===== src/rtl/atcd_pkg.sv =====
// shared types, class codes and the masked-pattern tables of the instruction class decoder
// no dependencies; used by every module of the block
`timescale 1ns / 1ps

package atcd_pkg;

    // decode modes
    localparam logic [1:0] MODE_ARM_KEY    = 2'd0;
    localparam logic [1:0] MODE_ARM_UNCOND = 2'd1;
    localparam logic [1:0] MODE_THUMB_KEY  = 2'd2;
    localparam logic [1:0] MODE_THUMB_MISC = 2'd3;

    // longest pattern list and the index width that covers it
    localparam int MaxPat = 27;
    localparam int IdxW   = $clog2(MaxPat);

    // execute classes
    localparam logic [5:0] EX_UNDEF    = 6'd0;
    localparam logic [5:0] EX_MUL      = 6'd1;
    localparam logic [5:0] EX_MRS      = 6'd2;
    localparam logic [5:0] EX_MSR      = 6'd3;
    localparam logic [5:0] EX_BX       = 6'd4;
    localparam logic [5:0] EX_CLZ      = 6'd5;
    localparam logic [5:0] EX_QMATH    = 6'd6;
    localparam logic [5:0] EX_BKPT     = 6'd7;
    localparam logic [5:0] EX_UNIMP    = 6'd8;
    localparam logic [5:0] EX_LSMISC   = 6'd9;
    localparam logic [5:0] EX_LDC      = 6'd10;
    localparam logic [5:0] EX_DP       = 6'd11;
    localparam logic [5:0] EX_LS       = 6'd12;
    localparam logic [5:0] EX_MCR      = 6'd13;
    localparam logic [5:0] EX_MRC      = 6'd14;
    localparam logic [5:0] EX_B        = 6'd15;
    localparam logic [5:0] EX_SWI      = 6'd16;
    localparam logic [5:0] EX_BLXI     = 6'd17;
    localparam logic [5:0] EX_MCR2     = 6'd18;
    localparam logic [5:0] EX_MRC2     = 6'd19;
    localparam logic [5:0] EX_T_ADDSUB = 6'd20;
    localparam logic [5:0] EX_T_SHIFT  = 6'd21;
    localparam logic [5:0] EX_T_MOV    = 6'd22;
    localparam logic [5:0] EX_T_DPIMM  = 6'd23;
    localparam logic [5:0] EX_T_DPREG  = 6'd24;
    localparam logic [5:0] EX_T_HIREG  = 6'd25;
    localparam logic [5:0] EX_T_LDRPC  = 6'd26;
    localparam logic [5:0] EX_T_LSREG  = 6'd27;
    localparam logic [5:0] EX_T_LSW    = 6'd28;
    localparam logic [5:0] EX_T_LSB    = 6'd29;
    localparam logic [5:0] EX_T_LSH    = 6'd30;
    localparam logic [5:0] EX_T_LSSP   = 6'd31;
    localparam logic [5:0] EX_T_ADDR   = 6'd32;
    localparam logic [5:0] EX_T_MISC   = 6'd33;
    localparam logic [5:0] EX_T_BCOND  = 6'd34;
    localparam logic [5:0] EX_T_B      = 6'd35;
    localparam logic [5:0] EX_T_ADJSP  = 6'd36;
    localparam logic [5:0] EX_T_PUSH   = 6'd37;
    localparam logic [5:0] EX_T_POP    = 6'd38;

    // interlock groups
    localparam logic [5:0] IL_MUL       = 6'd0;
    localparam logic [5:0] IL_MRS       = 6'd1;
    localparam logic [5:0] IL_MSR       = 6'd2;
    localparam logic [5:0] IL_BX        = 6'd3;
    localparam logic [5:0] IL_CLZ       = 6'd4;
    localparam logic [5:0] IL_QMATH     = 6'd5;
    localparam logic [5:0] IL_ARM_UNIMP = 6'd6;
    localparam logic [5:0] IL_LSMISC    = 6'd7;
    localparam logic [5:0] IL_LDC       = 6'd8;
    localparam logic [5:0] IL_DP        = 6'd9;
    localparam logic [5:0] IL_LS        = 6'd10;
    localparam logic [5:0] IL_MCR       = 6'd11;
    localparam logic [5:0] IL_MRC       = 6'd12;
    localparam logic [5:0] IL_B         = 6'd13;
    localparam logic [5:0] IL_T_ADDSUB  = 6'd14;
    localparam logic [5:0] IL_T_SHIFT   = 6'd15;
    localparam logic [5:0] IL_T_MOV     = 6'd16;
    localparam logic [5:0] IL_T_DPIMM   = 6'd17;
    localparam logic [5:0] IL_T_DPREG   = 6'd18;
    localparam logic [5:0] IL_T_HIREG   = 6'd19;
    localparam logic [5:0] IL_T_LDRPC   = 6'd20;
    localparam logic [5:0] IL_T_LSREG   = 6'd21;
    localparam logic [5:0] IL_T_LSW     = 6'd22;
    localparam logic [5:0] IL_T_LSB     = 6'd23;
    localparam logic [5:0] IL_T_LSH     = 6'd24;
    localparam logic [5:0] IL_T_LSSP    = 6'd25;
    localparam logic [5:0] IL_T_ADDR    = 6'd26;
    localparam logic [5:0] IL_T_UNIMP   = 6'd27;
    localparam logic [5:0] IL_T_BCOND   = 6'd28;
    localparam logic [5:0] IL_T_B       = 6'd29;
    localparam logic [5:0] IL_T_ADJSP   = 6'd30;
    localparam logic [5:0] IL_T_PUSH    = 6'd31;
    localparam logic [5:0] IL_T_POP     = 6'd32;
    localparam logic [5:0] IL_NONE      = 6'd39;

    typedef struct packed {
        logic [1:0]  mode;
        logic [31:0] instr_word;
    } req_t;

    typedef struct packed {
        logic [5:0] exec_class;
        logic [5:0] interlock_class;
    } rsp_t;

    typedef struct packed {
        logic [31:0] cmp;
        logic [31:0] mask;
        logic [5:0]  exec_class;
        logic [5:0]  interlock_class;
    } pat_t;

    function automatic pat_t mk(input logic [31:0] cmp, input logic [31:0] mask,
                                input logic [5:0] ex, input logic [5:0] il);
        pat_t p;
        p.cmp             = cmp;
        p.mask            = mask;
        p.exec_class      = ex;
        p.interlock_class = il;
        return p;
    endfunction

    // entry idx of the list for mode; slots past the end never match
    function automatic pat_t pat_at(input logic [1:0] mode, input logic [IdxW-1:0] idx);
        pat_t p;
        p = mk(32'h1, 32'h0, EX_UNDEF, IL_NONE);
        case (mode)
            MODE_ARM_KEY:
            begin
                case (idx)
                    5'd0:    p = mk(32'h049, 32'hFCF, EX_UNDEF, IL_NONE);
                    5'd1:    p = mk(32'h009, 32'hF0F, EX_MUL, IL_MUL);
                    5'd2:    p = mk(32'h100, 32'hFBF, EX_MRS, IL_MRS);
                    5'd3:    p = mk(32'h120, 32'hFBF, EX_MSR, IL_MSR);
                    5'd4:    p = mk(32'h121, 32'hFFD, EX_BX, IL_BX);
                    5'd5:    p = mk(32'h161, 32'hFFF, EX_CLZ, IL_CLZ);
                    5'd6:    p = mk(32'h105, 32'hF9F, EX_QMATH, IL_QMATH);
                    5'd7:    p = mk(32'h127, 32'hFFF, EX_BKPT, IL_NONE);
                    5'd8:    p = mk(32'h108, 32'hF99, EX_UNIMP, IL_ARM_UNIMP);
                    5'd9:    p = mk(32'h109, 32'hFBF, EX_UNIMP, IL_ARM_UNIMP);
                    5'd10:   p = mk(32'h009, 32'hE09, EX_LSMISC, IL_LSMISC);
                    5'd11:   p = mk(32'h7FF, 32'hFFF, EX_UNDEF, IL_NONE);
                    5'd12:   p = mk(32'hC10, 32'hF10, EX_LDC, IL_LDC);
                    5'd13:   p = mk(32'hC00, 32'hF10, EX_UNIMP, IL_ARM_UNIMP);
                    5'd14:   p = mk(32'hC40, 32'hFF0, EX_UNIMP, IL_ARM_UNIMP);
                    5'd15:   p = mk(32'hC50, 32'hFF0, EX_UNIMP, IL_ARM_UNIMP);
                    5'd16:   p = mk(32'hC00, 32'hFA0, EX_UNIMP, IL_ARM_UNIMP);
                    5'd17:   p = mk(32'h000, 32'hC00, EX_DP, IL_DP);
                    5'd18:   p = mk(32'h400, 32'hC00, EX_LS, IL_LS);
                    5'd19:   p = mk(32'hE00, 32'hF01, EX_UNIMP, IL_ARM_UNIMP);
                    5'd20:   p = mk(32'hE01, 32'hF11, EX_MCR, IL_MCR);
                    5'd21:   p = mk(32'hE11, 32'hF11, EX_MRC, IL_MRC);
                    5'd22:   p = mk(32'h800, 32'hE00, EX_UNIMP, IL_ARM_UNIMP);
                    5'd23:   p = mk(32'hA00, 32'hE00, EX_B, IL_B);
                    5'd24:   p = mk(32'hF00, 32'hF00, EX_SWI, IL_NONE);
                    5'd25:   p = mk(32'hE00, 32'hF00, EX_UNIMP, IL_ARM_UNIMP);
                    5'd26:   p = mk(32'h000, 32'h000, EX_UNDEF, IL_NONE);
                    default: p = mk(32'h1, 32'h0, EX_UNDEF, IL_NONE);
                endcase
            end
            MODE_ARM_UNCOND:
            begin
                case (idx)
                    5'd0:    p = mk(32'hFA000000, 32'hFE000000, EX_BLXI, IL_NONE);
                    5'd1:    p = mk(32'hF550F000, 32'hFD70F000, EX_UNIMP, IL_ARM_UNIMP);
                    5'd2:    p = mk(32'hFE000010, 32'hFF100010, EX_MCR2, IL_MCR);
                    5'd3:    p = mk(32'hFE100010, 32'hFF100010, EX_MRC2, IL_MRC);
                    5'd4:    p = mk(32'hFE000000, 32'hFF000010, EX_UNIMP, IL_ARM_UNIMP);
                    5'd5:    p = mk(32'hFC100000, 32'hFE100000, EX_UNIMP, IL_LDC);
                    5'd6:    p = mk(32'hFC000000, 32'hFE100000, EX_UNIMP, IL_ARM_UNIMP);
                    5'd7:    p = mk(32'hFC400000, 32'hFFF00000, EX_UNIMP, IL_ARM_UNIMP);
                    5'd8:    p = mk(32'hFC500000, 32'hFFF00000, EX_UNIMP, IL_ARM_UNIMP);
                    5'd9:    p = mk(32'hF1200070, 32'hFFF000F0, EX_BKPT, IL_NONE);
                    5'd10:   p = mk(32'h00000000, 32'h00000000, EX_UNDEF, IL_NONE);
                    default: p = mk(32'h1, 32'h0, EX_UNDEF, IL_NONE);
                endcase
            end
            MODE_THUMB_KEY:
            begin
                case (idx)
                    5'd0:    p = mk(32'h06, 32'h3E, EX_T_ADDSUB, IL_T_ADDSUB);
                    5'd1:    p = mk(32'h00, 32'h38, EX_T_SHIFT, IL_T_SHIFT);
                    5'd2:    p = mk(32'h08, 32'h3E, EX_T_MOV, IL_T_MOV);
                    5'd3:    p = mk(32'h08, 32'h38, EX_T_DPIMM, IL_T_DPIMM);
                    5'd4:    p = mk(32'h10, 32'h3F, EX_T_DPREG, IL_T_DPREG);
                    5'd5:    p = mk(32'h11, 32'h3F, EX_T_HIREG, IL_T_HIREG);
                    5'd6:    p = mk(32'h12, 32'h3E, EX_T_LDRPC, IL_T_LDRPC);
                    5'd7:    p = mk(32'h14, 32'h3C, EX_T_LSREG, IL_T_LSREG);
                    5'd8:    p = mk(32'h18, 32'h3C, EX_T_LSW, IL_T_LSW);
                    5'd9:    p = mk(32'h1C, 32'h3C, EX_T_LSB, IL_T_LSB);
                    5'd10:   p = mk(32'h20, 32'h3C, EX_T_LSH, IL_T_LSH);
                    5'd11:   p = mk(32'h24, 32'h3C, EX_T_LSSP, IL_T_LSSP);
                    5'd12:   p = mk(32'h28, 32'h3C, EX_T_ADDR, IL_T_ADDR);
                    5'd13:   p = mk(32'h2C, 32'h3C, EX_T_MISC, IL_T_UNIMP);
                    5'd14:   p = mk(32'h30, 32'h3C, EX_UNIMP, IL_T_UNIMP);
                    5'd15:   p = mk(32'h34, 32'h3C, EX_T_BCOND, IL_T_BCOND);
                    5'd16:   p = mk(32'h38, 32'h38, EX_T_B, IL_T_B);
                    5'd17:   p = mk(32'h00, 32'h00, EX_UNDEF, IL_T_UNIMP);
                    default: p = mk(32'h1, 32'h0, EX_UNDEF, IL_NONE);
                endcase
            end
            MODE_THUMB_MISC:
            begin
                case (idx)
                    5'd0:    p = mk(32'h000, 32'h1E0, EX_T_ADJSP, IL_T_ADJSP);
                    5'd1:    p = mk(32'h080, 32'h1C0, EX_T_PUSH, IL_T_PUSH);
                    5'd2:    p = mk(32'h180, 32'h1C0, EX_T_POP, IL_T_POP);
                    5'd3:    p = mk(32'h1C0, 32'h1C0, EX_BKPT, IL_NONE);
                    5'd4:    p = mk(32'h000, 32'h000, EX_UNDEF, IL_NONE);
                    default: p = mk(32'h1, 32'h0, EX_UNDEF, IL_NONE);
                endcase
            end
            default: p = mk(32'h1, 32'h0, EX_UNDEF, IL_NONE);
        endcase
        return p;
    endfunction

endpackage


===== src/rtl/atcd_prio.sv =====
// second stage logic: priority encoder, lowest matching pattern index wins
// depends on atcd_pkg
`timescale 1ns / 1ps

module atcd_prio (
    input  logic [atcd_pkg::MaxPat-1:0] hit,
    output logic [atcd_pkg::IdxW-1:0]   idx
);
    import atcd_pkg::*;

    always_comb
    begin
        idx = '0;
        for (int i = MaxPat - 1; i >= 0; i--)
        begin
            if (hit[i])
            begin
                idx = IdxW'(i);
            end
        end
    end

endmodule


===== config.mk =====
export PLATFORM = sky130hd
export DESIGN_NAME = atcd_prio
export DESIGN_NICKNAME = d
export VERILOG_FILES = /design/src/rtl/atcd_pkg.sv /design/src/rtl/atcd_prio.sv
export SDC_FILE = /design/constraint.sdc
export NUM_CORES = 1
export LEC_CHECK = 0
export ABC_AREA = 1
export ABC_CLOCK_PERIOD_IN_PS = 1400
export BUFFER_PORTS_ARGS = -buffer_cell sky130_fd_sc_hd__buf_2
export CORE_AREA = 2 2 39 41
export DETAILED_ROUTE_END_ITERATION = 8
export DIE_AREA = 0 0 41 43
export PLACE_DENSITY_LB_ADDON = 0.08
export SLEW_MARGIN = 20
export SYNTH_ARGS = -nofsm -noshare
export SYNTH_HDL_FRONTEND = slang
export SYNTH_SLANG_ARGS = --single-unit

===== constraint.sdc =====
create_clock -name vclk -period 1.4
set_clock_uncertainty 0.05 [all_clocks]
set_input_delay 0.07 -clock vclk [all_inputs]
set_output_delay 0.07 -clock vclk [all_outputs]
set_load 0.01 [all_outputs]

== After elaboration in Yosys (flattened, before gate mapping) ==
Index checks and enable logic that the tools add are counted.

* Muxes and demuxes: 27

{| class="wikitable"
|+ Operators with widths
! cell !! number
|-
| 2-to-1 mux 5 bit || 27
|}

* Flip-flop bits (word level): 0
* Bits of input ports: 27
* Output and inout bits: 5

== Depth between registers and ports, before layout ==
* Depth after elaboration: 27
* Mapped depth: 25
* Mapped depth without buffers: 25

== Least setup slack after synthesis ==
Ideal clock, no wire load.

* Path kind: input-to-output
* Start: in hit[24] (netlist name)
* End: out idx[0] (netlist name)
* Arrival: 1226 ps
* Data required time: 1280 ps
* Slack: 54 ps
* Stages on the path: 25
* Cell sequence: inv_2 > nand2_1 > nand2_1 > nand2_1 > nand2_1 > nand2_1 > nand2_1 > nand2_1 > nand2_1 > nand2_1 > nand2_1 > nand2_1 > nand2_1 > nand2_1 > nand2_1 > nand2_1 > nand2_1 > nand2_1 > nand2_1 > nand2_1 > nand2_1 > nand2_1 > nand2_1 > nand2_1 > a21oi_2

* Word-level cells in the longest chain between the ends: 25

{| class="wikitable"
|+ Ends and longest elaborated chain
! what !! RTL line !! text
|-
| from (decl) || atcd_prio.sv:6 || <nowiki>input logic [atcd_pkg::MaxPat-1:0] hit,</nowiki>
|-
| 2-to-1 mux 5 bit (25 in a row) || atcd_prio.sv:16 || <nowiki>if (hit[i])</nowiki>
|-
| to (decl) || atcd_prio.sv:7 || <nowiki>output logic [atcd_pkg::IdxW-1:0] idx</nowiki>
|}

Every way passes these cells.

== Worst setup path in the final report ==
Same ends and word-level chain as after synthesis.

==> impl_metrics.json <==
{
  "routed_wl_um": 995,
  "synth-compound-area-share_pct": 11.6,
  "hp-class": "primary input to output pin",
  "yosys-top-cells-count": "nand2_1 (31), inv_1 (21), nor2_1 (10)",
  "irDropWorstVdd_v": 0.0000893,
  "report.final.slew_viol_count": 0,
  "dieArea_um2": 1760,
  "area_growth_pct": 76.8,
  "leakagePower_nw": 0.428,
  "critPathLaunchType": "primary input",
  "antenna_left": 0,
  "final_cell_area_um2": 648,
  "fmax_mhz": 623,
  "drive_gt1_share_pct": 41.6,
  "wire_per_inst_um": 7.06,
  "synthCells": 86,
  "synth_top_cell_by_area": "nand2_1",
  "grt-ovfl-total": 0,
  "cp.arrival_ns": 1.49,
  "cellPowerDensity_nw_per_um2": 230,
  "period_share_pct": 115,
  "vias": 581,
  "crit_path_end_kind": "output pin",
  "synth_top_area_share_pct": 31.7,
  "nNetsFinal": 154,
  "muxShareOfSynthArea_pct": 0,
  "outcome": "finished, violations left",
  "hpwl_um": 879,
  "via_per_inst": 4.12,
  "holdPathStages": 3,
  "cap_violations": 0,
  "grt_use_met3_pct": 0,
  "use_met2_pct": 20.9,
  "gr-max-usage-layer": "met2",
  "cts_setup_buffers": 0,
  "pre_cts_slack_ns": -0.268,
  "synth_xor_area_share_pct": 0,
  "syn_area_per_cell_um2": 4.26,
  "finalNonFillerCells": 141,
  "cp_max_fo": 2,
  "setup_tns_ns": -0.206,
  "core_um2": 1380,
  "hold_path.startpoint": "hit[0]",
  "seq_area_um2": 0,
  "worst_slack_ns": -0.206,
  "crit_path_frequent_cell": "nand2_1",
  "syn-cell-area_um2": 367,
  "use_met1_pct": 14.9,
  "yosys.area_share.simple_pct": 61.1,
  "synthAdderAreaFrac_pct": 0,
  "slew_headroom_pct": 82.6,
  "criticalPathCategory": "primary input to output pin",
  "fin_hold_ws_ns": 0.342,
  "dp_cells": 141,
  "worstPathRequired_ns": 1.28,
  "totalPowerFinal_mw": 0.149,
  "n_antenna_cell": 0,
  "drtIter0Drc": 0,
  "design.seq.count": 0,
  "fp.dieW_um": 41,
  "io_pins": 32,
  "syn_nets": 113,
  "place.gp.congestion": 0.666,
  "setup_viol": 1,
  "clock_buffers": 0,
  "grt_max_degree": 4,
  "io_buffers": 32,
  "synth.distinct_cells": 14,
  "initial_core_util_pct": 26.5,
  "n_fill_cell": 177,
  "placed_cell_area_um2": 599,
  "grt_antenna_before_repair": 0,
  "period_needed_ns": 1.61,
  "yosysSeqAreaShare_pct": 0,
  "failed_checks": "negative setup slack",
  "slowest_stage": "buf_2",
  "final_util_pct": 46.8,
  "cpPeakStageDelay_ns": 0.13,
  "worst_pin_slew_ns": 0.258,
  "yosysMostFrequentCell": "nand2_1",
  "min_to": "idx[0]",
  "drc": 0,
  "rsz0062_at_grt": "yes",
  "die_h_um": 43,
  "synth_warnings": 0,
  "row_count": 14,
  "grt_pass1_vias": 447,
  "grt_pass1_wl_um": 1550,
  "synth.area.top_cells": "nand2_1 (32%), inv_1 (22%), nor2_1 (10%)",
  "track_usage_pct": 11.4,
  "dr.pass1.iters": 1,
  "hold_viol": 0,
  "synth_top_family_by_area": "simple AND/OR/NAND/NOR gates"
}
-- power by group --
part	switching, mW	internal [mW]
registers	0	0
clock network	0	0
logic	0.0730	0.0763
total	0.0730	0.0763
-- layout make-up --
| type | count | area (um^2) | area share, % |
|---|---|---|---|
| Inverter | 26 | 103 | 15.8 |
| Multi-Input combinational cell | 60 | 297 | 45.8 |
| Tap cell | 16 | 20.0 | 3.09 |
| Timing Repair Buffer | 39 | 229 | 35.3 |
-- what timing repair did --
action | CTS | global route
resized for setup | 1 | 10
pin swaps | 0 | 1
endpoints found under the setup margin | 1 | 3
hold buffers | 0 | 0
-- layout by cell type (no fill, tap or decap) --
| master | count |
|---|---|
| a31oi_1 | 2 |
| inv_1 | 21 |
| nand2_1 | 30 |
| nand3_2 | 3 |
| buf_2 | 30 |
| o21bai_1 | 1 |
| nor2_2 | 2 |
| nor2_1 | 8 |
| or4_1 | 1 |
| buf_6 | 3 |
| buf_4 | 6 |
| inv_4 | 2 |
| o311ai_2 | 1 |
| nor3_1 | 4 |
| nand3_1 | 4 |
| inv_2 | 3 |
| nand3b_1 | 1 |
| a21oi_1 | 1 |
| nand2_2 | 1 |
| a21oi_2 | 1 |
-- how the worst max path moves through the flow --
stage | from | end | slack [ns] | cells past startpoint
finish | hit[24] | idx[0] | -0.21 | 27
global route | hit[24] | idx[0] | -0.46 | 27
CTS | hit[24] | idx[0] | -0.25 | 27
detailed placement | hit[24] | idx[0] | -0.27 | 27
global placement | hit[24] | idx[0] | -0.26 | 27
floorplan | hit[24] | idx[0] | 0.05 | 25
-- cells by family (layout without fill, tap and decap cells) --
| group | after synthesis | count (layout) |
|---|---|---|
| AOI/OAI and AO/OA | 6 | 6 |
| buffers and inverters | 26 | 65 |
| and+or+nand+nor | 54 | 54 |
-- worst max-delay path: cells and delay by family --
kind / cells / cell delay [ns]
AOI/OAI and AO/OA: 1 / 0.10
buffers and inverters: 3 / 0.27
and+or+nand+nor: 23 / 1.04
-- metal layers --
metal / share of wire [%] / wire length [um]
met5: 0 / 0
met4: 0 / 0
met3: 4.5 / 45
met2: 54 / 539
met1: 41 / 410
Note: power is estimated with default switching activity, not from simulation.
