File: src/rtl/atcd_pkg.sv
// shared types, class codes and the masked-pattern tables of the instruction class decoder
// no dependencies; used by every module of the block
`timescale 1ns / 1ps

package atcd_pkg;

    // decode modes
    localparam logic [1:0] MODE_ARM_KEY    = 2'd0;
    localparam logic [1:0] MODE_ARM_UNCOND = 2'd1;
    localparam logic [1:0] MODE_THUMB_KEY  = 2'd2;
    localparam logic [1:0] MODE_THUMB_MISC = 2'd3;

    // longest pattern list and the index width that covers it
    localparam int MaxPat = 27;
    localparam int IdxW   = $clog2(MaxPat);

    // execute classes
    localparam logic [5:0] EX_UNDEF    = 6'd0;
    localparam logic [5:0] EX_MUL      = 6'd1;
    localparam logic [5:0] EX_MRS      = 6'd2;
    localparam logic [5:0] EX_MSR      = 6'd3;
    localparam logic [5:0] EX_BX       = 6'd4;
    localparam logic [5:0] EX_CLZ      = 6'd5;
    localparam logic [5:0] EX_QMATH    = 6'd6;
    localparam logic [5:0] EX_BKPT     = 6'd7;
    localparam logic [5:0] EX_UNIMP    = 6'd8;
    localparam logic [5:0] EX_LSMISC   = 6'd9;
    localparam logic [5:0] EX_LDC      = 6'd10;
    localparam logic [5:0] EX_DP       = 6'd11;
    localparam logic [5:0] EX_LS       = 6'd12;
    localparam logic [5:0] EX_MCR      = 6'd13;
    localparam logic [5:0] EX_MRC      = 6'd14;
    localparam logic [5:0] EX_B        = 6'd15;
    localparam logic [5:0] EX_SWI      = 6'd16;
    localparam logic [5:0] EX_BLXI     = 6'd17;
    localparam logic [5:0] EX_MCR2     = 6'd18;
    localparam logic [5:0] EX_MRC2     = 6'd19;
    localparam logic [5:0] EX_T_ADDSUB = 6'd20;
    localparam logic [5:0] EX_T_SHIFT  = 6'd21;
    localparam logic [5:0] EX_T_MOV    = 6'd22;
    localparam logic [5:0] EX_T_DPIMM  = 6'd23;
    localparam logic [5:0] EX_T_DPREG  = 6'd24;
    localparam logic [5:0] EX_T_HIREG  = 6'd25;
    localparam logic [5:0] EX_T_LDRPC  = 6'd26;
    localparam logic [5:0] EX_T_LSREG  = 6'd27;
    localparam logic [5:0] EX_T_LSW    = 6'd28;
    localparam logic [5:0] EX_T_LSB    = 6'd29;
    localparam logic [5:0] EX_T_LSH    = 6'd30;
    localparam logic [5:0] EX_T_LSSP   = 6'd31;
    localparam logic [5:0] EX_T_ADDR   = 6'd32;
    localparam logic [5:0] EX_T_MISC   = 6'd33;
    localparam logic [5:0] EX_T_BCOND  = 6'd34;
    localparam logic [5:0] EX_T_B      = 6'd35;
    localparam logic [5:0] EX_T_ADJSP  = 6'd36;
    localparam logic [5:0] EX_T_PUSH   = 6'd37;
    localparam logic [5:0] EX_T_POP    = 6'd38;

    // interlock groups
    localparam logic [5:0] IL_MUL       = 6'd0;
    localparam logic [5:0] IL_MRS       = 6'd1;
    localparam logic [5:0] IL_MSR       = 6'd2;
    localparam logic [5:0] IL_BX        = 6'd3;
    localparam logic [5:0] IL_CLZ       = 6'd4;
    localparam logic [5:0] IL_QMATH     = 6'd5;
    localparam logic [5:0] IL_ARM_UNIMP = 6'd6;
    localparam logic [5:0] IL_LSMISC    = 6'd7;
    localparam logic [5:0] IL_LDC       = 6'd8;
    localparam logic [5:0] IL_DP        = 6'd9;
    localparam logic [5:0] IL_LS        = 6'd10;
    localparam logic [5:0] IL_MCR       = 6'd11;
    localparam logic [5:0] IL_MRC       = 6'd12;
    localparam logic [5:0] IL_B         = 6'd13;
    localparam logic [5:0] IL_T_ADDSUB  = 6'd14;
    localparam logic [5:0] IL_T_SHIFT   = 6'd15;
    localparam logic [5:0] IL_T_MOV     = 6'd16;
    localparam logic [5:0] IL_T_DPIMM   = 6'd17;
    localparam logic [5:0] IL_T_DPREG   = 6'd18;
    localparam logic [5:0] IL_T_HIREG   = 6'd19;
    localparam logic [5:0] IL_T_LDRPC   = 6'd20;
    localparam logic [5:0] IL_T_LSREG   = 6'd21;
    localparam logic [5:0] IL_T_LSW     = 6'd22;
    localparam logic [5:0] IL_T_LSB     = 6'd23;
    localparam logic [5:0] IL_T_LSH     = 6'd24;
    localparam logic [5:0] IL_T_LSSP    = 6'd25;
    localparam logic [5:0] IL_T_ADDR    = 6'd26;
    localparam logic [5:0] IL_T_UNIMP   = 6'd27;
    localparam logic [5:0] IL_T_BCOND   = 6'd28;
    localparam logic [5:0] IL_T_B       = 6'd29;
    localparam logic [5:0] IL_T_ADJSP   = 6'd30;
    localparam logic [5:0] IL_T_PUSH    = 6'd31;
    localparam logic [5:0] IL_T_POP     = 6'd32;
    localparam logic [5:0] IL_NONE      = 6'd39;

    typedef struct packed {
        logic [1:0]  mode;
        logic [31:0] instr_word;
    } req_t;

    typedef struct packed {
        logic [5:0] exec_class;
        logic [5:0] interlock_class;
    } rsp_t;

    typedef struct packed {
        logic [31:0] cmp;
        logic [31:0] mask;
        logic [5:0]  exec_class;
        logic [5:0]  interlock_class;
    } pat_t;

    function automatic pat_t mk(input logic [31:0] cmp, input logic [31:0] mask,
                                input logic [5:0] ex, input logic [5:0] il);
        pat_t p;
        p.cmp             = cmp;
        p.mask            = mask;
        p.exec_class      = ex;
        p.interlock_class = il;
        return p;
    endfunction

    // entry idx of the list for mode; slots past the end never match
    function automatic pat_t pat_at(input logic [1:0] mode, input logic [IdxW-1:0] idx);
        pat_t p;
        p = mk(32'h1, 32'h0, EX_UNDEF, IL_NONE);
        case (mode)
            MODE_ARM_KEY:
            begin
                case (idx)
                    5'd0:    p = mk(32'h049, 32'hFCF, EX_UNDEF, IL_NONE);
                    5'd1:    p = mk(32'h009, 32'hF0F, EX_MUL, IL_MUL);
                    5'd2:    p = mk(32'h100, 32'hFBF, EX_MRS, IL_MRS);
                    5'd3:    p = mk(32'h120, 32'hFBF, EX_MSR, IL_MSR);
                    5'd4:    p = mk(32'h121, 32'hFFD, EX_BX, IL_BX);
                    5'd5:    p = mk(32'h161, 32'hFFF, EX_CLZ, IL_CLZ);
                    5'd6:    p = mk(32'h105, 32'hF9F, EX_QMATH, IL_QMATH);
                    5'd7:    p = mk(32'h127, 32'hFFF, EX_BKPT, IL_NONE);
                    5'd8:    p = mk(32'h108, 32'hF99, EX_UNIMP, IL_ARM_UNIMP);
                    5'd9:    p = mk(32'h109, 32'hFBF, EX_UNIMP, IL_ARM_UNIMP);
                    5'd10:   p = mk(32'h009, 32'hE09, EX_LSMISC, IL_LSMISC);
                    5'd11:   p = mk(32'h7FF, 32'hFFF, EX_UNDEF, IL_NONE);
                    5'd12:   p = mk(32'hC10, 32'hF10, EX_LDC, IL_LDC);
                    5'd13:   p = mk(32'hC00, 32'hF10, EX_UNIMP, IL_ARM_UNIMP);
                    5'd14:   p = mk(32'hC40, 32'hFF0, EX_UNIMP, IL_ARM_UNIMP);
                    5'd15:   p = mk(32'hC50, 32'hFF0, EX_UNIMP, IL_ARM_UNIMP);
                    5'd16:   p = mk(32'hC00, 32'hFA0, EX_UNIMP, IL_ARM_UNIMP);
                    5'd17:   p = mk(32'h000, 32'hC00, EX_DP, IL_DP);
                    5'd18:   p = mk(32'h400, 32'hC00, EX_LS, IL_LS);
                    5'd19:   p = mk(32'hE00, 32'hF01, EX_UNIMP, IL_ARM_UNIMP);
                    5'd20:   p = mk(32'hE01, 32'hF11, EX_MCR, IL_MCR);
                    5'd21:   p = mk(32'hE11, 32'hF11, EX_MRC, IL_MRC);
                    5'd22:   p = mk(32'h800, 32'hE00, EX_UNIMP, IL_ARM_UNIMP);
                    5'd23:   p = mk(32'hA00, 32'hE00, EX_B, IL_B);
                    5'd24:   p = mk(32'hF00, 32'hF00, EX_SWI, IL_NONE);
                    5'd25:   p = mk(32'hE00, 32'hF00, EX_UNIMP, IL_ARM_UNIMP);
                    5'd26:   p = mk(32'h000, 32'h000, EX_UNDEF, IL_NONE);
                    default: p = mk(32'h1, 32'h0, EX_UNDEF, IL_NONE);
                endcase
            end
            MODE_ARM_UNCOND:
            begin
                case (idx)
                    5'd0:    p = mk(32'hFA000000, 32'hFE000000, EX_BLXI, IL_NONE);
                    5'd1:    p = mk(32'hF550F000, 32'hFD70F000, EX_UNIMP, IL_ARM_UNIMP);
                    5'd2:    p = mk(32'hFE000010, 32'hFF100010, EX_MCR2, IL_MCR);
                    5'd3:    p = mk(32'hFE100010, 32'hFF100010, EX_MRC2, IL_MRC);
                    5'd4:    p = mk(32'hFE000000, 32'hFF000010, EX_UNIMP, IL_ARM_UNIMP);
                    5'd5:    p = mk(32'hFC100000, 32'hFE100000, EX_UNIMP, IL_LDC);
                    5'd6:    p = mk(32'hFC000000, 32'hFE100000, EX_UNIMP, IL_ARM_UNIMP);
                    5'd7:    p = mk(32'hFC400000, 32'hFFF00000, EX_UNIMP, IL_ARM_UNIMP);
                    5'd8:    p = mk(32'hFC500000, 32'hFFF00000, EX_UNIMP, IL_ARM_UNIMP);
                    5'd9:    p = mk(32'hF1200070, 32'hFFF000F0, EX_BKPT, IL_NONE);
                    5'd10:   p = mk(32'h00000000, 32'h00000000, EX_UNDEF, IL_NONE);
                    default: p = mk(32'h1, 32'h0, EX_UNDEF, IL_NONE);
                endcase
            end
            MODE_THUMB_KEY:
            begin
                case (idx)
                    5'd0:    p = mk(32'h06, 32'h3E, EX_T_ADDSUB, IL_T_ADDSUB);
                    5'd1:    p = mk(32'h00, 32'h38, EX_T_SHIFT, IL_T_SHIFT);
                    5'd2:    p = mk(32'h08, 32'h3E, EX_T_MOV, IL_T_MOV);
                    5'd3:    p = mk(32'h08, 32'h38, EX_T_DPIMM, IL_T_DPIMM);
                    5'd4:    p = mk(32'h10, 32'h3F, EX_T_DPREG, IL_T_DPREG);
                    5'd5:    p = mk(32'h11, 32'h3F, EX_T_HIREG, IL_T_HIREG);
                    5'd6:    p = mk(32'h12, 32'h3E, EX_T_LDRPC, IL_T_LDRPC);
                    5'd7:    p = mk(32'h14, 32'h3C, EX_T_LSREG, IL_T_LSREG);
                    5'd8:    p = mk(32'h18, 32'h3C, EX_T_LSW, IL_T_LSW);
                    5'd9:    p = mk(32'h1C, 32'h3C, EX_T_LSB, IL_T_LSB);
                    5'd10:   p = mk(32'h20, 32'h3C, EX_T_LSH, IL_T_LSH);
                    5'd11:   p = mk(32'h24, 32'h3C, EX_T_LSSP, IL_T_LSSP);
                    5'd12:   p = mk(32'h28, 32'h3C, EX_T_ADDR, IL_T_ADDR);
                    5'd13:   p = mk(32'h2C, 32'h3C, EX_T_MISC, IL_T_UNIMP);
                    5'd14:   p = mk(32'h30, 32'h3C, EX_UNIMP, IL_T_UNIMP);
                    5'd15:   p = mk(32'h34, 32'h3C, EX_T_BCOND, IL_T_BCOND);
                    5'd16:   p = mk(32'h38, 32'h38, EX_T_B, IL_T_B);
                    5'd17:   p = mk(32'h00, 32'h00, EX_UNDEF, IL_T_UNIMP);
                    default: p = mk(32'h1, 32'h0, EX_UNDEF, IL_NONE);
                endcase
            end
            MODE_THUMB_MISC:
            begin
                case (idx)
                    5'd0:    p = mk(32'h000, 32'h1E0, EX_T_ADJSP, IL_T_ADJSP);
                    5'd1:    p = mk(32'h080, 32'h1C0, EX_T_PUSH, IL_T_PUSH);
                    5'd2:    p = mk(32'h180, 32'h1C0, EX_T_POP, IL_T_POP);
                    5'd3:    p = mk(32'h1C0, 32'h1C0, EX_BKPT, IL_NONE);
                    5'd4:    p = mk(32'h000, 32'h000, EX_UNDEF, IL_NONE);
                    default: p = mk(32'h1, 32'h0, EX_UNDEF, IL_NONE);
                endcase
            end
            default: p = mk(32'h1, 32'h0, EX_UNDEF, IL_NONE);
        endcase
        return p;
    endfunction

endpackage

File: src/rtl/atcd_match.sv
// first stage logic: forms the table key and compares it against every pattern of the mode
// depends on atcd_pkg
`timescale 1ns / 1ps

module atcd_match (
    input  atcd_pkg::req_t              req,
    output logic [atcd_pkg::MaxPat-1:0] hit
);
    import atcd_pkg::*;

    logic [31:0] key;
    pat_t        p;

    always_comb
    begin
        case (req.mode)
            MODE_ARM_KEY:    key = {20'd0, req.instr_word[11:0]};
            MODE_ARM_UNCOND: key = req.instr_word;
            MODE_THUMB_KEY:  key = {26'd0, req.instr_word[5:0]};
            MODE_THUMB_MISC: key = {23'd0, req.instr_word[11:3]};
            default:         key = req.instr_word;
        endcase
    end

    // every slot compared in parallel, unused slots never hit
    always_comb
    begin
        p = pat_at(req.mode, '0);
        for (int i = 0; i < MaxPat; i++)
        begin
            p      = pat_at(req.mode, IdxW'(i));
            hit[i] = ((key & p.mask) == p.cmp);
        end
    end

endmodule

File: config.mk
export PLATFORM = sky130hd
export DESIGN_NAME = atcd_match
export DESIGN_NICKNAME = d
export VERILOG_FILES = /design/src/rtl/atcd_pkg.sv /design/src/rtl/atcd_match.sv
export SDC_FILE = /design/constraint.sdc
export NUM_CORES = 1
export LEC_CHECK = 0
export ABC_AREA = 1
export BUFFER_PORTS_ARGS = -buffer_cell sky130_fd_sc_hd__clkbuf_2
export CAP_MARGIN = 20
export CORE_UTILIZATION = 54
export DETAILED_ROUTE_END_ITERATION = 8
export PLACE_DENSITY_LB_ADDON = 0.12
export SLEW_MARGIN = 20
export SYNTH_ARGS = -nofsm -noshare
export SYNTH_HDL_FRONTEND = slang
export SYNTH_SLANG_ARGS = --single-unit
File: constraint.sdc
create_clock -name vclk -period 2.5
set_clock_uncertainty 0.15 [all_clocks]
set_input_delay 0.25 -clock vclk [all_inputs]
set_output_delay 0.25 -clock vclk [all_outputs]
set_load 0.01 [all_outputs]
Word level (Yosys, flattened, before mapping):

Index checks and enable logic that the tools add are counted.

* word-level logic and storage cells: 88
* register bits after elaboration: 0

* equal/unequal tests: 30
* bitwise logic cells: 27
* multiplexer cells: 28
* reduce and logical (&&, ||, !) cells: 3

Operators with widths (count)
* one-hot mux 76 bit (4 select lines): 11
* one-hot mux 76 bit (3 select lines): 7
* one-hot mux 76 bit (2 select lines): 9
* bitwise AND 32 bit: 27
* equality test 32 bit: 27
* one-hot mux 32 bit (4 select lines): 1
* equality test 2 bit (second input constant): 2
* OR reduction 3 bit: 1
* equality test 2 x 1 -> 1 bit (second input constant): 1
* zero test 2 bit: 1
* OR reduction 2 bit: 1

Logic depth before layout (Yosys ltp):

Gate-level depths: netlist of run 1.

* depth in word-level cells: 5
* gate-level depth with buffers: 13
* depth with buffers taken out: 12

Worst setup path before layout of run 1:

No wires, ideal clock.

* kind: input-to-output
* start: input req[32] in the netlist's numbering
* end: output hit[13] in the netlist's numbering
* path buffers: 2
* slack: 0.352 ns
* data required time: 2.100 ns
* arrival time: 1.748 ns
* cell stages on the path: 10
* path through: inv_1 -> ha_1 -> buf_4 -> inv_2 -> buf_4 -> nand3_2 -> nand2_1 -> o21ai_0 -> nand3_1 -> nor3_1

* word-level cells in the longest chain between the ends: 5
* elaborated cells between the ends (all ways): 9

RTL lines
* start: declaration: RTL line atcd_match.sv:6 `input atcd_pkg::req_t req,`
* equality test 2 bit or equality test 2 x 1 -> 1 bit (tied branches): RTL line atcd_pkg.sv:125, atcd_match.sv:16
* OR reduction 2 bit (no line)
* one-hot mux 76 bit (3 select lines): RTL line atcd_pkg.sv:125 `case (mode)`
* bitwise AND 32 bit: RTL line atcd_match.sv:32 `hit[i] = ((key & p.mask) == p.cmp);`
* equality test 32 bit *: RTL line atcd_match.sv:32
* end: declaration: RTL line atcd_match.sv:7 `output logic [atcd_pkg::MaxPat-1:0] hit`

Every way passes the cells marked *; elsewhere a longest branch is shown, timed or not. The select of a mux whose other input is x is not followed.

Worst setup path in the final report of run 1:

* start: input req[32] in the netlist's numbering
* end: output hit[10] in the netlist's numbering

* word-level cells in the longest chain between the ends: 4
* elaborated cells between the ends (all ways): 8

RTL lines (RTL line)
* equality test 2 bit, or another cell as far along: atcd_pkg.sv:125, atcd_match.sv:16
* one-hot mux 32 bit (4 select lines) or one-hot mux 76 bit (4 select lines) (tied branches): atcd_match.sv:16, atcd_pkg.sv:125
* bitwise AND 32 bit: atcd_match.sv:32
* equality test 32 bit *: atcd_match.sv:32

Marked as above.

==> results of run 1 <==
==> stage by stage <==
stage          worst slack, ns  hold WS (ns)  instances  power [mW]  cell area [sq um]
3_3_place_gp            0.0924         0.634        490       0.416               2160
4_1_cts                 0.0147         0.665        490       0.423               2160
3_5_place_dp            0.0373         0.665        490       0.421               2160
2_1_floorplan            0.352         0.398        382       0.275               1750
5_1_grt                0.00864         0.676        490       0.486               2180
6_report                 0.165         0.667        490       0.437               2180
==> routing by layer <==
layer | GRT usage [%] | up-vias
li1 | - | 1356
met1 | 49.5 | 1163
met2 | 67.9 | 176
met3 | 2.64 | 24
met4 | 17.0 | 0
met5 | 0 | -
==> worst max-delay path: cells and delay by family <==
kind	cells	cell delay, ns
AND/OR/NAND/NOR	8	0.85
buffers and inverters	5	0.58
adder cells (fa/ha/maj)	1	0.25
==> repair_timing <==
| item | 4_1_cts | 5_1_grt |
|---|---|---|
| setup endpoints to repair | 0 | 16 |
| endpoints found under the hold margin | 0 | 0 |
| gates resized for setup | 0 | 8 |
==> power by group through the flow <==
stage / Clock (mW) / Sequential [mW] / Combinational (mW)
3_3_place_gp: 0 / 0 / 0.416
3_5_place_dp: 0 / 0 / 0.421
4_1_cts: 0 / 0 / 0.423
5_1_grt: 0 / 0 / 0.486
2_1_floorplan: 0 / 0 / 0.275
6_report: 0 / 0 / 0.437
==> final timing paths <==
check / slack [ns] / to / startpoint / cells after the start
worst max-delay path: 0.17 / hit[10] / req[32] / 14
worst min-delay path: 0.67 / hit[20] / req[4] / 3
==> layout by cell type, fill, tap and decap left out <==
cell type,Yosys,layout
nand2_1,143,142
nor2_1,66,66
clkbuf_2,0,57
nand3_1,49,49
inv_1,34,33
buf_4,4,17
nand4_1,11,11
a21oi_1,10,10
nand2_2,8,9
o21ai_0,9,8
nor3_1,8,8
o21ai_1,6,7
ha_1,8,5
inv_2,3,4
nand3b_1,3,3
clkinv_1,3,3
nor2_4,2,2
ha_2,0,2
nand3_2,1,1
nor2_8,1,1
a21oi_2,1,1
nor4_1,1,1
nor3b_1,1,1
or2_1,1,1
o21a_1,1,1
o211ai_1,1,1
ha_4,0,1
buf_6,1,1
==> cell type report <==
cell class / instances / area share (%)
Multi-Input combinational cell: 331 / 71.2
Timing Repair Buffer: 75 / 19.4
Inverter: 40 / 6.88
Tap cell: 44 / 2.52
==> kinds of logic after synthesis <==
logic type | count (synthesis) | share of synthesized area [%]
AOI/OAI and AO/OA | 28 | 8.52
and+or+nand+nor | 295 | 73.4
adders and majority gates | 8 | 5.73
buffers and inverters | 51 | 12.3
==> impl_metrics.env, run 1 <==
export IMPL_outcome="completed"
export IMPL_slew_limit_headroom_pct=74.7
export IMPL_drv_slew=0
export IMPL_maximum_frequency_from_static_timing_analysis_ghz=0.428
export IMPL_ant_nets=0
export IMPL_path_cells="clkbuf_2 -> inv_1 -> buf_4 -> ha_1 -> inv_1 -> nand2_2 -> nand2_2 -> nand2_1 -> nand2_1 -> nand2_1 -> nand2_1 -> nand2_1 -> nor3_1 -> clkbuf_2"
export IMPL_total_switching_power_mw=0.283
export IMPL_power_internal_mw=0.154
export IMPL_final_period_minus_worst_setup_slack_ns=2.33
export IMPL_routed_vias=2719
export IMPL_clkbuf_count=0
export IMPL_num_nets_final=490
export IMPL_fillerInstances=319
export IMPL_portion_of_total_power_attributed_to_sequential_cells_pct=0
export IMPL_ys_warnings_count=0
export IMPL_critical_path_max_stage_delay_ns=0.25
export IMPL_drt_via_density=5.55
export IMPL_crit_path_end_kind="output pin"
export IMPL_netlist_top_cells_count="143 x nand2_1, 66 x nor2_1, 49 x nand3_1"
export IMPL_floorplan_die_width_microns=58.9
export IMPL_setup_viol=0
export IMPL_path_common_cell="nand2_1"
export IMPL_kind_of_critical_path="input pin to output pin"
export IMPL_routed_wire_length_on_met2_microns=2980
export IMPL_worstMarginPinSlew_ns=0.380
export IMPL_hold_viol=0
export IMPL_synth_area_leader_cell="nand2_1"
export IMPL_crit_required_ns=2.10
export IMPL_holdBufCountCts=0
export IMPL_fp_dieArea_sq_um=3470
export IMPL_antenna_found_initial=0
export IMPL_grt_pass1_wl_microns=10400
export IMPL_comb_power_share_pct=100.0
export IMPL_initial_core_util_pct=57.3
export IMPL_final_setup_tns_ns=0
export IMPL_io_buffers=57
export IMPL_setup_repair_after_global_routing_missed_its_margin="false"
export IMPL_drive_above_1_share_pct=21.5
export IMPL_power_share_switching_pct=64.9
export IMPL_cts_repair_timing_setup_buffer_count=0
export IMPL_synth_seq_area_share_pct=0
export IMPL_die_h_microns=58.9
export IMPL_drt_pass_1_iters=5
export IMPL_synthesis_instances=382
export IMPL_routed_wl_met3_microns=587
export IMPL_remaining_drc_errors=0
export IMPL_synth_cell_area_sq_um=1750
export IMPL_largest_fanout_on_the_critical_path=7
export IMPL_static_leakage_power_nw=1.33
export IMPL_power_frac_clock_pct=0
export IMPL_placementRows=20
export IMPL_post_route_period_util_pct=93.4
export IMPL_area_inside_the_core_boundary_sq_um=3050
export IMPL_slowest_stage="ha_1"
export IMPL_gp_congestion=0.969
export IMPL_utilization_pct=71.5
export IMPL_n_antenna_cell=0
export IMPL_number_of_global_route_vias_before_repair=2287
export IMPL_yosys_top_cells_area="nand2_1 31%, nor2_1 14%, nand3_1 14%"
export IMPL_boundaryPins=61
export IMPL_drt_initial_drc_count=255
export IMPL_yosysTopAreaCellShare_pct=30.7
export IMPL_gr_total_overflow=0
export IMPL_mappedNetlistNets=424
export IMPL_multi_input_comb_area_sq_um=1550
export IMPL_synth_area_per_cell_sq_um=4.58
export IMPL_layout_sequential_cells=0
export IMPL_area_sequential_sq_um=0
export IMPL_grtUsageTotal_pct=39.1
export IMPL_post_drt_wl_per_cell_microns=13.0
export IMPL_ys_types=27
export IMPL_arrival_ns=1.93
export IMPL_detailed_place_hpwl_microns=5420
export IMPL_hp_class="input pin to output pin"
export IMPL_power_per_cell_area_nw_per_um2=200
export IMPL_critical_path_startpoint_type="input pin"
export IMPL_top_signal_layer_used="met4"
export IMPL_peakVddDrop_mv=0.121
export IMPL_maxCapViolations=0
export IMPL_drt_wl_total_microns=6380
export IMPL_flow_area_growth_from_synthesis_pct=24.8
export IMPL_yosysMostFrequentCell="nand2_1"
export IMPL_detail_route_wirelength_met1_microns=2520
export IMPL_grt_max_degree=18
Note: power is estimated with default switching activity, not from simulation.
==> run 2, diff against run 1 <==
- CORE_MARGIN: default -> 8
==> run 2 against run 1 <==
Worst setup slack better by 0.015 ns. Hold slack worse by 0.019 ns. Largest power group unchanged. Combinational power increased by 3%. Wire length up 3.7%. Critical endpoint is now hit[3]. Power is 2.7% higher.
==> impl_metrics.env, run 2 (synthesis results as in run 1) <==
export IMPL_drt_wl_total_microns=6620
export IMPL_multi_input_comb_area_sq_um=1590
export IMPL_initial_core_util_pct=56.8
export IMPL_slew_limit_headroom_pct=73.8
export IMPL_hp_class="input pin to output pin"
export IMPL_post_drt_wl_per_cell_microns=13.4
export IMPL_drive_above_1_share_pct=23.4
export IMPL_path_buf_inv=5
export IMPL_io_buffers=57
export IMPL_worstMarginPinSlew_ns=0.388
export IMPL_drt_initial_drc_count=272
export IMPL_outcome="completed"
export IMPL_path_cells="clkbuf_2 -> inv_1 -> buf_4 -> ha_1 -> inv_1 -> nand2_4 -> nand2_1 -> nand2_4 -> nand2_1 -> nand2_1 -> nand4_1 -> nor2_1 -> clkbuf_2"
export IMPL_holdBufCountCts=0
export IMPL_drt_via_density=5.41
export IMPL_placementRows=20
export IMPL_power_share_switching_pct=64.3
export IMPL_final_period_minus_worst_setup_slack_ns=2.32
export IMPL_arrival_ns=1.92
export IMPL_critical_path_max_stage_delay_ns=0.20
export IMPL_ant_nets=0
export IMPL_total_switching_power_mw=0.289
export IMPL_gr_total_overflow=0
export IMPL_slowest_stage="ha_1"
export IMPL_path_common_cell="nand2_1"
export IMPL_maxCapViolations=0
export IMPL_power_frac_clock_pct=0
export IMPL_grtUsageTotal_pct=25.7
export IMPL_largest_fanout_on_the_critical_path=9
export IMPL_final_setup_tns_ns=0
export IMPL_drt_pass_1_iters=5
export IMPL_critical_path_top_delay_family="simple AND/OR/NAND/NOR gates"
export IMPL_peakVddDrop_mv=0.146
export IMPL_power_per_cell_area_nw_per_um2=200
export IMPL_floorplan_die_width_microns=72.9
export IMPL_area_sequential_sq_um=0
export IMPL_top_signal_layer_used="met4"
export IMPL_fin_ws_ns=0.180
export IMPL_drv_slew=0
export IMPL_gp_congestion=1.01
export IMPL_kind_of_critical_path="input pin to output pin"
export IMPL_comb_power_share_pct=100.0
export IMPL_clkbuf_count=0
export IMPL_n_antenna_cell=0
export IMPL_layout_common_cells="139 x nand2_1, 65 x nor2_1, 57 x clkbuf_2"
export IMPL_setup_viol=0
export IMPL_detailedPlace_worstSlack_ns=0.0201
export IMPL_crit_required_ns=2.10
export IMPL_layout_sequential_cells=0
export IMPL_routed_wire_length_on_met2_microns=3040
export IMPL_critical_path_startpoint_type="input pin"
export IMPL_static_leakage_power_nw=1.35
export IMPL_die_h_microns=72.9
export IMPL_boundaryPins=61
export IMPL_remaining_drc_errors=0
export IMPL_detailed_place_hpwl_microns=5650
export IMPL_grt_pass1_wl_microns=11300
export IMPL_grt_max_degree=20
export IMPL_num_nets_final=492
export IMPL_antenna_found_initial=0
export IMPL_routed_wl_met3_microns=564
export IMPL_number_of_global_route_vias_before_repair=2493
export IMPL_post_route_period_util_pct=92.8
export IMPL_hold_viol=0
export IMPL_area_inside_the_core_boundary_sq_um=3080
export IMPL_flow_area_growth_from_synthesis_pct=28.2
export IMPL_fp_dieArea_sq_um=5310
export IMPL_most_common_cell_after_layout_fill_and_taps_aside="nand2_1"
export IMPL_setup_repair_after_global_routing_missed_its_margin="false"
export IMPL_crit_path_end_kind="output pin"
export IMPL_detail_route_wirelength_met1_microns=2770
export IMPL_fillerInstances=297
export IMPL_routed_vias=2664
export IMPL_power_internal_mw=0.160
export IMPL_portion_of_total_power_attributed_to_sequential_cells_pct=0
export IMPL_maximum_frequency_from_static_timing_analysis_ghz=0.431
run 2: cell types whose count changed in the layout (fill, tap and decap cells not counted), moves of 2 or more:
cell	previous run	this run
nand3_1	49	47
nand2_4	0	2
nand3_2	1	3
buf_4	17	19
nand2_1	142	139
run 2: cell type report:
class	instances	area share, %
inverter	40	6.81
tap	44	2.46
multi-input combinational	331	70.7
timing repair buffer	77	20.0
run 2: power groups by stage:
stage          Sequential (mW)  Clock, mW  Combinational (mW)
5_1_grt                      0          0               0.500
2_1_floorplan                0          0               0.275
3_5_place_dp                 0          0               0.426
3_3_place_gp                 0          0               0.422
6_report                     0          0               0.449
4_1_cts                      0          0               0.428
run 2: final timing paths:
path,from,slack [ns],to,cells after the start
max,req[32],0.18,hit[3],13
min,req[4],0.65,hit[20],3
run 2: stage by stage:
| stage | area [sq um] | hold slack, ns | cells | util (%) | total power [mW] |
|---|---|---|---|---|---|
| 2_1_floorplan | 1750 | 0.398 | 382 | - | 0.275 |
| 3_3_place_gp | 2170 | 0.641 | 490 | 70.5 | 0.422 |
| 3_5_place_dp | 2170 | 0.647 | 490 | 70.5 | 0.426 |
| 4_1_cts | 2170 | 0.648 | 490 | 70.5 | 0.428 |
| 5_1_grt | 2240 | 0.667 | 492 | 72.8 | 0.500 |
| 6_report | 2240 | 0.648 | 492 | 72.8 | 0.449 |
run 2: what timing repair did:
item	CTS	global route
setup endpoints to repair	0	16
setup buffers	0	2
resized for setup	0	17
run 2: layer usage:
layer	up-vias	track usage, %
met5	-	0
met4	0	9.78
met3	24	4.12
met2	120	44.0
met1	1162	30.9
li1	1358	-
